File: src/rtl/tccc_pkg.sv
// Shared types and constants for the text console cursor controller.
// Depends on nothing; every other file of the block imports it.
`default_nettype none
package tccc_pkg;

  // Build-time limits of the console
  localparam int MAX_COLUMNS = 256;
  localparam int MAX_ROWS    = 128;
  localparam int TAB_STOP    = 8;    // must be a power of two

  // Saturation points for the column and row registers
  localparam int COL_CAP = (MAX_COLUMNS < 512) ? MAX_COLUMNS : 512;
  localparam int ROW_CAP = (MAX_ROWS < 128) ? MAX_ROWS : 128;

  // Field widths
  localparam int COLS_W  = 9;   // columns register
  localparam int ROWS_W  = 8;   // text_rows register
  localparam int CURC_W  = 9;   // cursor column
  localparam int CURR_W  = 7;   // cursor row
  localparam int CELLC_W = 8;   // cell_column
  localparam int CELLR_W = 7;   // cell_row
  localparam int CHAR_W  = 8;
  localparam int COLOR_W = 32;
  localparam int CFG_IDX_W  = 3;
  localparam int CFG_DATA_W = 32;
  localparam int OUT_DATA_W = 88;  // 87 payload bits padded to whole bytes

  // Register indexes
  localparam logic [CFG_IDX_W-1:0] REG_COLUMNS   = 3'd0;
  localparam logic [CFG_IDX_W-1:0] REG_TEXT_ROWS = 3'd1;
  localparam logic [CFG_IDX_W-1:0] REG_ENABLE    = 3'd2;
  localparam logic [CFG_IDX_W-1:0] REG_FG_COLOR  = 3'd3;
  localparam logic [CFG_IDX_W-1:0] REG_BG_COLOR  = 3'd4;

  // Register reset values
  localparam logic [COLS_W-1:0]  COLUMNS_RST   = 9'd128;
  localparam logic [ROWS_W-1:0]  TEXT_ROWS_RST = 8'd48;
  localparam logic [COLOR_W-1:0] FG_COLOR_RST  = 32'hFFEE_EEEE;
  localparam logic [COLOR_W-1:0] BG_COLOR_RST  = 32'hFF00_0000;

  // Character codes
  localparam logic [CHAR_W-1:0] CH_BACKSPACE = 8'd8;
  localparam logic [CHAR_W-1:0] CH_TAB       = 8'd9;
  localparam logic [CHAR_W-1:0] CH_NEWLINE   = 8'd10;
  localparam logic [CHAR_W-1:0] CH_CR        = 8'd13;
  localparam logic [CHAR_W-1:0] CH_SPACE     = 8'd32;
  localparam logic [CHAR_W-1:0] CH_PRINT_MAX = 8'd126;

  // Request kinds on the input tuser
  localparam logic REQ_CHAR  = 1'b0;
  localparam logic REQ_CLEAR = 1'b1;

  // Queue between front and back
  localparam int QUEUE_DEPTH = 2;
  localparam int QPTR_W = (QUEUE_DEPTH > 1) ? $clog2(QUEUE_DEPTH) : 1;
  localparam int QCNT_W = $clog2(QUEUE_DEPTH + 1);

  typedef enum logic [1:0] {
    CMD_DRAW    = 2'd0,
    CMD_SCROLL  = 2'd1,
    CMD_PRESENT = 2'd2,
    CMD_CLEAR   = 2'd3
  } cmd_t;

  // Configuration registers as seen by front and back
  typedef struct packed {
    logic [COLS_W-1:0]  columns;
    logic [ROWS_W-1:0]  text_rows;
    logic               enable;
    logic [COLOR_W-1:0] fg_color;
    logic [COLOR_W-1:0] bg_color;
  } cfg_t;

  // One queued job: one or two commands caused by a single item
  typedef struct packed {
    logic               two;      // a second command follows the first
    cmd_t               cmd0;
    cmd_t               cmd1;
    logic [CELLC_W-1:0] col;
    logic [CELLR_W-1:0] row;
    logic [CHAR_W-1:0]  glyph;
  } entry_t;

endpackage
`default_nettype wire

File: src/rtl/tccc_queue.sv
// Small register FIFO that decouples the front from the back.
// Depends on tccc_pkg for the entry type and depth.
`default_nettype none
module tccc_queue (
  input  wire logic            clk,
  input  wire logic            rst,
  input  wire logic            push,
  input  wire tccc_pkg::entry_t wr_data,
  output logic                 full,
  input  wire logic            pop,
  output tccc_pkg::entry_t     rd_data,
  output logic                 not_empty
);
  import tccc_pkg::*;

  entry_t              slots [QUEUE_DEPTH];
  logic [QPTR_W-1:0]   wr_ptr;
  logic [QPTR_W-1:0]   rd_ptr;
  logic [QCNT_W-1:0]   count;
  logic                do_push;
  logic                do_pop;

  assign full      = (count == QCNT_W'(QUEUE_DEPTH));
  assign not_empty = (count != '0);
  assign do_push   = push && !full;
  assign do_pop    = pop && not_empty;
  assign rd_data   = slots[rd_ptr];

  always_ff @(posedge clk) begin
    if (do_push) begin
      slots[wr_ptr] <= wr_data;
    end
  end

  always_ff @(posedge clk) begin
    if (rst) begin
      wr_ptr <= '0;
      rd_ptr <= '0;
      count  <= '0;
    end else begin
      if (do_push) begin
        wr_ptr <= (wr_ptr == QPTR_W'(QUEUE_DEPTH - 1)) ? '0 : wr_ptr + 1'b1;
      end
      if (do_pop) begin
        rd_ptr <= (rd_ptr == QPTR_W'(QUEUE_DEPTH - 1)) ? '0 : rd_ptr + 1'b1;
      end
      if (do_push && !do_pop) begin
        count <= count + 1'b1;
      end else if (do_pop && !do_push) begin
        count <= count - 1'b1;
      end
    end
  end

  a_count_bound: assert property (@(posedge clk) disable iff (rst)
    count <= QCNT_W'(QUEUE_DEPTH))
    else $error("queue count beyond depth");

  a_count_track: assert property (@(posedge clk) disable iff (rst)
    (do_push && !do_pop) |=> (count == $past(count) + 1'b1))
    else $error("queue count missed a push");

endmodule
`default_nettype wire

File: src/rtl/tccc_front.sv
// Front end: accepts items, moves the cursor and queues the commands.
// Depends on tccc_pkg; feeds tccc_queue.
`default_nettype none
module tccc_front (
  input  wire logic                          clk,
  input  wire logic                          rst,
  input  wire tccc_pkg::cfg_t                cfg,
  input  wire logic                          s_axis_tvalid,
  output logic                               s_axis_tready,
  input  wire logic [tccc_pkg::CHAR_W-1:0]   s_axis_tdata,  // [7:0] char_code
  input  wire logic                          s_axis_tuser,  // [0] req_type
  input  wire logic                          q_full,
  output logic                               q_push,
  output tccc_pkg::entry_t                   q_entry
);
  import tccc_pkg::*;

  logic [CURC_W-1:0]  cursor_column;
  logic [CURR_W-1:0]  cursor_row;
  logic [CURC_W-1:0]  cursor_column_next;
  logic [CURR_W-1:0]  cursor_row_next;

  logic [CURC_W:0]    eff_cols;
  logic [ROWS_W-1:0]  eff_rows;
  logic [CURR_W:0]    row_inc;
  logic               nl_scroll;
  logic [CURR_W-1:0]  nl_row;
  logic [CURC_W:0]    tab_col;
  logic [CURC_W:0]    inc_col;
  logic [CURC_W-1:0]  dec_col;
  logic               accept;
  logic               emit;
  logic [CHAR_W-1:0]  ch;

  assign s_axis_tready = !q_full;
  assign accept = s_axis_tvalid && s_axis_tready;
  assign ch     = s_axis_tdata;

  // Saturate the geometry registers
  always_comb begin
    if (cfg.columns == '0) begin
      eff_cols = (CURC_W+1)'(1);
    end else if ({1'b0, cfg.columns} > (CURC_W+1)'(COL_CAP)) begin
      eff_cols = (CURC_W+1)'(COL_CAP);
    end else begin
      eff_cols = {1'b0, cfg.columns};
    end
    if (cfg.text_rows == '0) begin
      eff_rows = ROWS_W'(1);
    end else if (cfg.text_rows > ROWS_W'(ROW_CAP)) begin
      eff_rows = ROWS_W'(ROW_CAP);
    end else begin
      eff_rows = cfg.text_rows;
    end
  end

  // Newline: advance the row, hold at the bottom and scroll
  assign row_inc   = {1'b0, cursor_row} + 1'b1;
  assign nl_scroll = (row_inc >= eff_rows);
  assign nl_row    = nl_scroll ? CURR_W'(eff_rows - 1'b1) : row_inc[CURR_W-1:0];

  // Next tab stop: clear the low bits, add one stop
  assign tab_col = {1'b0, cursor_column & ~CURC_W'(TAB_STOP - 1)} + (CURC_W+1)'(TAB_STOP);
  assign inc_col = {1'b0, cursor_column} + 1'b1;
  assign dec_col = cursor_column - 1'b1;

  always_comb begin
    cursor_column_next = cursor_column;
    cursor_row_next    = cursor_row;
    emit               = 1'b0;
    q_entry.two        = 1'b0;
    q_entry.cmd0       = CMD_PRESENT;
    q_entry.cmd1       = CMD_PRESENT;
    q_entry.col        = cursor_column[CELLC_W-1:0];
    q_entry.row        = cursor_row;
    q_entry.glyph      = ch;
    if (cfg.enable) begin
      priority if (s_axis_tuser == REQ_CLEAR) begin
        cursor_column_next = '0;
        cursor_row_next    = '0;
        emit               = 1'b1;
        q_entry.two        = 1'b1;
        q_entry.cmd0       = CMD_CLEAR;
        q_entry.cmd1       = CMD_PRESENT;
      end else if (ch == CH_NEWLINE) begin
        cursor_column_next = '0;
        cursor_row_next    = nl_row;
        emit               = 1'b1;
        q_entry.two        = nl_scroll;
        q_entry.cmd0       = nl_scroll ? CMD_SCROLL : CMD_PRESENT;
        q_entry.cmd1       = CMD_PRESENT;
      end else if (ch == CH_CR) begin
        cursor_column_next = '0;
      end else if (ch == CH_TAB) begin
        if (tab_col >= eff_cols) begin
          cursor_column_next = '0;
          cursor_row_next    = nl_row;
          emit               = nl_scroll;
          q_entry.cmd0       = CMD_SCROLL;
        end else begin
          cursor_column_next = tab_col[CURC_W-1:0];
        end
      end else if (ch == CH_BACKSPACE) begin
        if (cursor_column != '0) begin
          cursor_column_next = dec_col;
          emit               = 1'b1;
          q_entry.cmd0       = CMD_DRAW;
          q_entry.col        = dec_col[CELLC_W-1:0];
          q_entry.glyph      = CH_SPACE;
        end
      end else if (ch >= CH_SPACE && ch <= CH_PRINT_MAX) begin
        emit         = 1'b1;
        q_entry.cmd0 = CMD_DRAW;
        q_entry.cmd1 = CMD_SCROLL;
        if (inc_col >= eff_cols) begin
          cursor_column_next = '0;
          cursor_row_next    = nl_row;
          q_entry.two        = nl_scroll;
        end else begin
          cursor_column_next = inc_col[CURC_W-1:0];
        end
      end else begin
        // other codes: no effect
      end
    end
  end

  assign q_push = accept && emit;

  always_ff @(posedge clk) begin
    if (rst) begin
      cursor_column <= '0;
      cursor_row    <= '0;
    end else if (accept) begin
      cursor_column <= cursor_column_next;
      cursor_row    <= cursor_row_next;
    end
  end

endmodule
`default_nettype wire

File: src/rtl/tccc_back.sv
// Back end: expands queued jobs into result items in an output register.
// Depends on tccc_pkg; drains tccc_queue.
`default_nettype none
module tccc_back (
  input  wire logic                            clk,
  input  wire logic                            rst,
  input  wire tccc_pkg::cfg_t                  cfg,
  input  wire logic                            q_not_empty,
  input  wire tccc_pkg::entry_t                q_entry,
  output logic                                 q_pop,
  output logic                                 m_axis_tvalid,
  input  wire logic                            m_axis_tready,
  // [7:0] cell_column, [14:8] cell_row, [22:15] glyph, [54:23] fore_color,
  // [86:55] back_color, [87] zero
  output logic [tccc_pkg::OUT_DATA_W-1:0]      m_axis_tdata,
  output logic [1:0]                           m_axis_tuser,  // [1:0] command
  output logic                                 m_axis_tlast
);
  import tccc_pkg::*;

  logic    valid;
  logic    second;
  entry_t  ent;
  cmd_t    cmd;
  logic    fire;
  logic    done;

  logic [CELLC_W-1:0] o_col;
  logic [CELLR_W-1:0] o_row;
  logic [CHAR_W-1:0]  o_glyph;
  logic [COLOR_W-1:0] o_fg;
  logic [COLOR_W-1:0] o_bg;

  assign cmd   = second ? ent.cmd1 : ent.cmd0;
  assign fire  = valid && m_axis_tready;
  assign done  = second || !ent.two;
  assign q_pop = q_not_empty && (!valid || (fire && done));

  // Zero the fields a command does not use
  always_comb begin
    o_col   = '0;
    o_row   = '0;
    o_glyph = '0;
    o_fg    = '0;
    o_bg    = '0;
    unique case (cmd)
      CMD_DRAW: begin
        o_col   = ent.col;
        o_row   = ent.row;
        o_glyph = ent.glyph;
        o_fg    = cfg.fg_color;
        o_bg    = cfg.bg_color;
      end
      CMD_CLEAR: begin
        o_bg = cfg.bg_color;
      end
      CMD_SCROLL, CMD_PRESENT: begin
      end
      default: begin
      end
    endcase
  end

  assign m_axis_tvalid = valid;
  assign m_axis_tuser  = cmd;
  assign m_axis_tlast  = done;
  assign m_axis_tdata  = {1'b0, o_bg, o_fg, o_glyph, o_row, o_col};

  always_ff @(posedge clk) begin
    if (q_pop) begin
      ent <= q_entry;
    end
  end

  always_ff @(posedge clk) begin
    if (rst) begin
      valid  <= 1'b0;
      second <= 1'b0;
    end else if (q_pop) begin
      valid  <= 1'b1;
      second <= 1'b0;
    end else if (fire) begin
      if (done) begin
        valid  <= 1'b0;
        second <= 1'b0;
      end else begin
        second <= 1'b1;
      end
    end
  end

  a_second_only_pairs: assert property (@(posedge clk) disable iff (rst)
    second |-> (valid && ent.two))
    else $error("second command without a paired job");

  a_pair_continues: assert property (@(posedge clk) disable iff (rst)
    (fire && !done) |=> (valid && second))
    else $error("second command of a pair was dropped");

  a_second_not_draw: assert property (@(posedge clk) disable iff (rst)
    (valid && second) |-> (cmd != CMD_DRAW))
    else $error("draw issued as a trailing command");

endmodule
`default_nettype wire

File: src/rtl/text_console_cursor_controller.sv
// Top level of the text console cursor controller: registers, front, queue, back.
// Depends on tccc_pkg, tccc_front, tccc_queue and tccc_back.
//
//   port group  | dir | payload                                   | accepted when
//   ------------+-----+-------------------------------------------+-----------------------
//   s_axis_*    | in  | tuser: req_type; tdata: char_code         | tvalid && tready
//   m_axis_*    | out | tuser: command; tdata: cell fields,colors | tvalid && tready
//               |     | tlast: last command of the item           |
//   cfg_*       | in  | cfg_index selects register, cfg_data      | cfg_we
//
// The front takes one item per cycle while the two-entry queue has room and
// updates the cursor in that same cycle; items that produce no command leave
// nothing in the queue. The back puts out one command per cycle from its
// output register while m_axis_tready is high; an item that produces commands
// yields one or two of them on the single result channel.
// Reset is synchronous: cursor to column 0 row 0, registers to defaults,
// queue and output register empty. A stalled output fills the queue and
// then holds s_axis_tready low; the input side never blocks the output.
`default_nettype none
module text_console_cursor_controller (
  input  wire logic                              clk,
  input  wire logic                              rst,
  input  wire logic                              s_axis_tvalid,
  output logic                                   s_axis_tready,
  input  wire logic [tccc_pkg::CHAR_W-1:0]       s_axis_tdata,  // [7:0] char_code
  input  wire logic                              s_axis_tuser,  // [0] req_type
  output logic                                   m_axis_tvalid,
  input  wire logic                              m_axis_tready,
  // [7:0] cell_column, [14:8] cell_row, [22:15] glyph, [54:23] fore_color,
  // [86:55] back_color, [87] zero
  output logic [tccc_pkg::OUT_DATA_W-1:0]        m_axis_tdata,
  output logic [1:0]                             m_axis_tuser,  // [1:0] command
  output logic                                   m_axis_tlast,
  input  wire logic                              cfg_we,
  input  wire logic [tccc_pkg::CFG_IDX_W-1:0]    cfg_index,
  input  wire logic [tccc_pkg::CFG_DATA_W-1:0]   cfg_data
);
  import tccc_pkg::*;

  cfg_t    cfg;
  logic    q_full;
  logic    q_push;
  entry_t  q_wr;
  logic    q_pop;
  entry_t  q_rd;
  logic    q_not_empty;

  // Configuration registers; writes to unused indexes are dropped
  always_ff @(posedge clk) begin
    if (rst) begin
      cfg.columns   <= COLUMNS_RST;
      cfg.text_rows <= TEXT_ROWS_RST;
      cfg.enable    <= 1'b0;
      cfg.fg_color  <= FG_COLOR_RST;
      cfg.bg_color  <= BG_COLOR_RST;
    end else if (cfg_we) begin
      unique case (cfg_index)
        REG_COLUMNS:   cfg.columns   <= cfg_data[COLS_W-1:0];
        REG_TEXT_ROWS: cfg.text_rows <= cfg_data[ROWS_W-1:0];
        REG_ENABLE:    cfg.enable    <= cfg_data[0];
        REG_FG_COLOR:  cfg.fg_color  <= cfg_data[COLOR_W-1:0];
        REG_BG_COLOR:  cfg.bg_color  <= cfg_data[COLOR_W-1:0];
        default: begin
        end
      endcase
    end
  end

  // Classify items and advance the cursor
  tccc_front u_front (
    .clk           (clk),
    .rst           (rst),
    .cfg           (cfg),
    .s_axis_tvalid (s_axis_tvalid),
    .s_axis_tready (s_axis_tready),
    .s_axis_tdata  (s_axis_tdata),
    .s_axis_tuser  (s_axis_tuser),
    .q_full        (q_full),
    .q_push        (q_push),
    .q_entry       (q_wr)
  );

  // Hold jobs so each side can stall on its own
  tccc_queue u_queue (
    .clk       (clk),
    .rst       (rst),
    .push      (q_push),
    .wr_data   (q_wr),
    .full      (q_full),
    .pop       (q_pop),
    .rd_data   (q_rd),
    .not_empty (q_not_empty)
  );

  // Expand jobs into one or two result items
  tccc_back u_back (
    .clk           (clk),
    .rst           (rst),
    .cfg           (cfg),
    .q_not_empty   (q_not_empty),
    .q_entry       (q_rd),
    .q_pop         (q_pop),
    .m_axis_tvalid (m_axis_tvalid),
    .m_axis_tready (m_axis_tready),
    .m_axis_tdata  (m_axis_tdata),
    .m_axis_tuser  (m_axis_tuser),
    .m_axis_tlast  (m_axis_tlast)
  );

endmodule
`default_nettype wire

File: config.mk
export PLATFORM = sky130hd
export DESIGN_NAME = text_console_cursor_controller
export DESIGN_NICKNAME = d
export VERILOG_FILES = /design/src/rtl/tccc_pkg.sv /design/src/rtl/tccc_queue.sv /design/src/rtl/tccc_front.sv /design/src/rtl/tccc_back.sv /design/src/rtl/text_console_cursor_controller.sv
export SDC_FILE = /design/constraint.sdc
export NUM_CORES = 1
export LEC_CHECK = 0
export BUFFER_PORTS_ARGS = -buffer_cell sky130_fd_sc_hd__buf_2
export CAP_MARGIN = 20
export CELL_PAD_IN_SITES_DETAIL_PLACEMENT = 0
export CELL_PAD_IN_SITES_GLOBAL_PLACEMENT = 1
export CORE_ASPECT_RATIO = 1.25
export CORE_MARGIN = 2
export CORE_UTILIZATION = 47
export DETAILED_ROUTE_END_ITERATION = 6
export PLACE_DENSITY_LB_ADDON = 0.08
export SLEW_MARGIN = 25
export SYNTH_ARGS = -nofsm -noshare
export SYNTH_HDL_FRONTEND = slang
export SYNTH_SLANG_ARGS = --single-unit
export TNS_END_PERCENT = 10
File: constraint.sdc
create_clock -name clk -period 8 [get_ports clk]
set_clock_uncertainty 0.2 [all_clocks]
set_input_delay 0 -clock clk [delete_from_list [all_inputs] [get_ports clk]]
set_output_delay 0 -clock clk [all_outputs]
set_load 0.02 [all_outputs]
==> impl_metrics.py <==
metrics = {
    "global_routing": {
        "grt_pass1_vias": 6794,
        "grt_overflow": 0,
        "grt_pass1_wl_mm": 34.59,
        "grt_max_degree": 97,
        "antenna_found_initial": 0,
        "grt_usage": 0.2128,
    },
    "clock_network": {
        "cts_buffers": 17,
        "h-tree-depth": 4,
        "clk_latency_ns": 0.44,
        "path_clk_slew_ns": 0.07,
        "cts_tree": "done",
        "cts_setup_buffers": 0,
        "cts.sinks": 188,
        "root_buffer": "clkbuf_16",
        "cts_buffer_depth": 2,
    },
    "final_layout": {
        "insertedDiodeCount": 0,
        "instances_no_fill": 1372,
        "final_util": 0.5775,
        "final_common_cell": "nand2_1",
        "nets": 1203,
        "area_growth_pct": 21.62,
        "n_fill_cell": 1741,
        "drive_gt1_frac": 0.1963,
        "final_cell_mix": "nand2_1, buf_2, dfxtp_1",
        "finalInstanceArea_sq_mm": 0.01112,
    },
    "worst_setup_path": {
        "setup.worst_path.start_class": "register",
        "critPathMaxFanout": 15,
        "cp.required_ns": 7.93,
        "crit_chain": "ha_1 -> nand3_1 -> xnor2_1 -> ha_1 -> a21oi_1 -> o22ai_1 -> a311oi_1 -> a311o_1 -> o21ai_0 -> and2_1 -> nor2b_2 -> buf_4",
        "end_kind": "register",
        "slowest_delay_ns": 0.60,
        "path_common_cell": "ha_1",
        "crit_slowest_cell": "nor2b_2",
        "r2r_setup_slack_ns": 3.68,
        "critPathArrivalTime_ns": 4.25,
        "worst_path_dominant_cell_family": "simple AND/OR/NAND/NOR gates",
        "path_class": "reg2reg",
        "critPathBufInv": 1,
    },
    "hold_path": {
        "worstHoldPathType": "in2reg",
    },
    "synth": {
        "synth_fp_nets": 1040,
        "syn_area_per_cell_sq_um": 9.525,
        "ys_seq_area_frac": 0.5036,
        "synth_edf_count": 84,
        "synth_top_area_cell": "edfxtp_1",
        "synth_ff_type": "dfxtp_1",
        "synthArstFlopShare": 0,
        "synth_top_area_share": 0.2759,
        "ys_warn_count": 0,
        "ys_top_cells_by_area": "edfxtp_1, dfxtp_1, nand2_1",
        "synth-seq-cells": 188,
        "syn_inst": 960,
        "synth_area_sq_mm": 0.009144,
        "yosysUniqueCellTypes": 62,
    },
    "place": {
        "io_buffers": 140,
        "hpwl_mm": 14.26,
        "dpl-instance-area_sq_mm": 0.01001,
        "dp_cells": 1291,
        "place.gp.congestion": 0.9091,
    },
    "detailed_routing": {
        "drt_wl_total_mm": 21.19,
        "drt_iter0_drc": 441,
        "num_vias": 7104,
        "wire_per_inst_microns": 15.44,
        "drc": 0,
        "drtPass1Iterations": 5,
        "viasPerCell": 5.178,
        "ant_nets": 0,
    },
    "power": {
        "ir_worst_vdd_uv": 229.8,
        "p_per_area_mw_per_mm2": 253.7,
        "leakagePower_nw": 4.581,
    },
    "run": {
        "max_cap_violations": 0,
    },
    "floorplanning": {
        "rows": 57,
        "die_w_microns": 128.8,
        "num_io_pins": 142,
        "start_util": 0.4749,
        "die_area_sq_mm": 0.02059,
        "die_y_microns": 159.9,
        "core_sq_mm": 0.01926,
    },
    "timing": {
        "setup_viol": 0,
        "hold_viol": 0,
        "fin_crit_ns": 4.321,
        "post-route-period-util": 0.5401,
        "rsz0062_at_grt": "no",
        "slew_violations": 0,
        "setup_tns_ns": 0,
        "slew_headroom": 0.3741,
        "tightest_slew_ns": 0.9389,
        "fmax_mhz": 231.4,
    },
    "outcome": {
        "status": "finished clean",
    },
}
==> logic make-up (layout without fill, tap and decap cells) <==
group,count (synthesis),after routing,share of synthesized area
muxes,37,37,0.04434
AOI/OAI and AO/OA,141,141,0.09510
and+or+nand+nor,453,453,0.2504
DFF,188,188,0.5036
xor gates and xnor gates,31,31,0.02969
adders and majority gates,31,31,0.04242
buffers and inverters,78,254,0.03407
other,1,1,0.0004101
==> tightest hold or removal path: cells and delay by family <==
| family | cells | cell delay (ns) |
|---|---|---|
| AND/OR/NAND/NOR | 2 | 0.10 |
| buffers and inverters | 2 | 0.63 |
==> path summary, 6_finish.rpt <==
kind / startpoint / to / cells past startpoint
hold / removal: cfg_data[25] / cfg[25] / 4
setup / recovery: u_front.cursor_column[3] / u_queue.slots[0][0] / 12
hold reg to reg: cfg[16] / cfg[16] / 2
setup reg to reg: u_front.cursor_column[3] / u_queue.slots[0][0] / 12
==> routing by layer <==
layer / vias to the layer above / track usage / share of wire
met3: 21 / 0.04054 / 0.033
met2: 151 / 0.3543 / 0.49
met1: 3302 / 0.2845 / 0.46
li1: 3630 / - / -
met4: 0 / 0.05583 / 0.012
met5: - / 0 / 0
==> state kept, by name (all words and copies together) (netlist names) <==
register               count
u_back.ent                28
u_front.cursor_column      9
u_back.m_axis_tvalid       1
u_queue.rd_ptr             1
u_queue.count              2
u_front.cursor_row         7
u_queue.wr_ptr             1
u_back.second              1
u_queue.slots             56
cfg                       82
==> repair_timing <==
action / in CTS / in global routing
hold buffers: 49 / 0
gates resized for setup: 0 / 0
endpoints found under the hold margin: 124 / 0
endpoints found under the setup margin: 0 / 0
==> cells in the mapped netlist (12+ instances only) <==
master	number
a21oi_1	67
nor2b_1	39
nor2_1	37
nand3_1	20
dfxtp_1	104
inv_1	17
ha_1	31
edfxtp_1	84
and2_1	58
nand2_1	201
nand3b_1	42
xnor2_1	21
o21ai_0	31
mux2_2	28
nor3_1	12
clkbuf_1	56
==> power by group <==
group	switching [W]	total, W	internal (W)
combinational	0.000526	0.000804	0.000278
clock	0.000384	0.000885	0.000501
sequential	0.0000272	0.00113	0.00110
==> per-stage QoR <==
step / setup WS, ns / hold slack (ns) / total power (W)
CTS: 3.654 / 0.1020 / 0.002859
global placement: 3.739 / 0.02800 / 0.001955
detailed placement: 3.682 / 0.03047 / 0.001957
floorplan: 3.730 / -0.07921 / 0.001677
finish: 3.679 / 0.1134 / 0.002822
global route: 3.333 / 0.1153 / 0.002957
==> cell type report <==
cell class,instances,area (sq um),area share
Timing Repair Buffer,204,1304,0.1172
Clock inverter,13,182.7,0.01643
Sequential cell,188,4604,0.4140
Inverter,18,67.56,0.006076
Tap cell,236,295.3,0.02655
Clock buffer,19,432.9,0.03893
Multi-Input combinational cell,694,4234,0.3807
(Power assumes the default switching activity.)
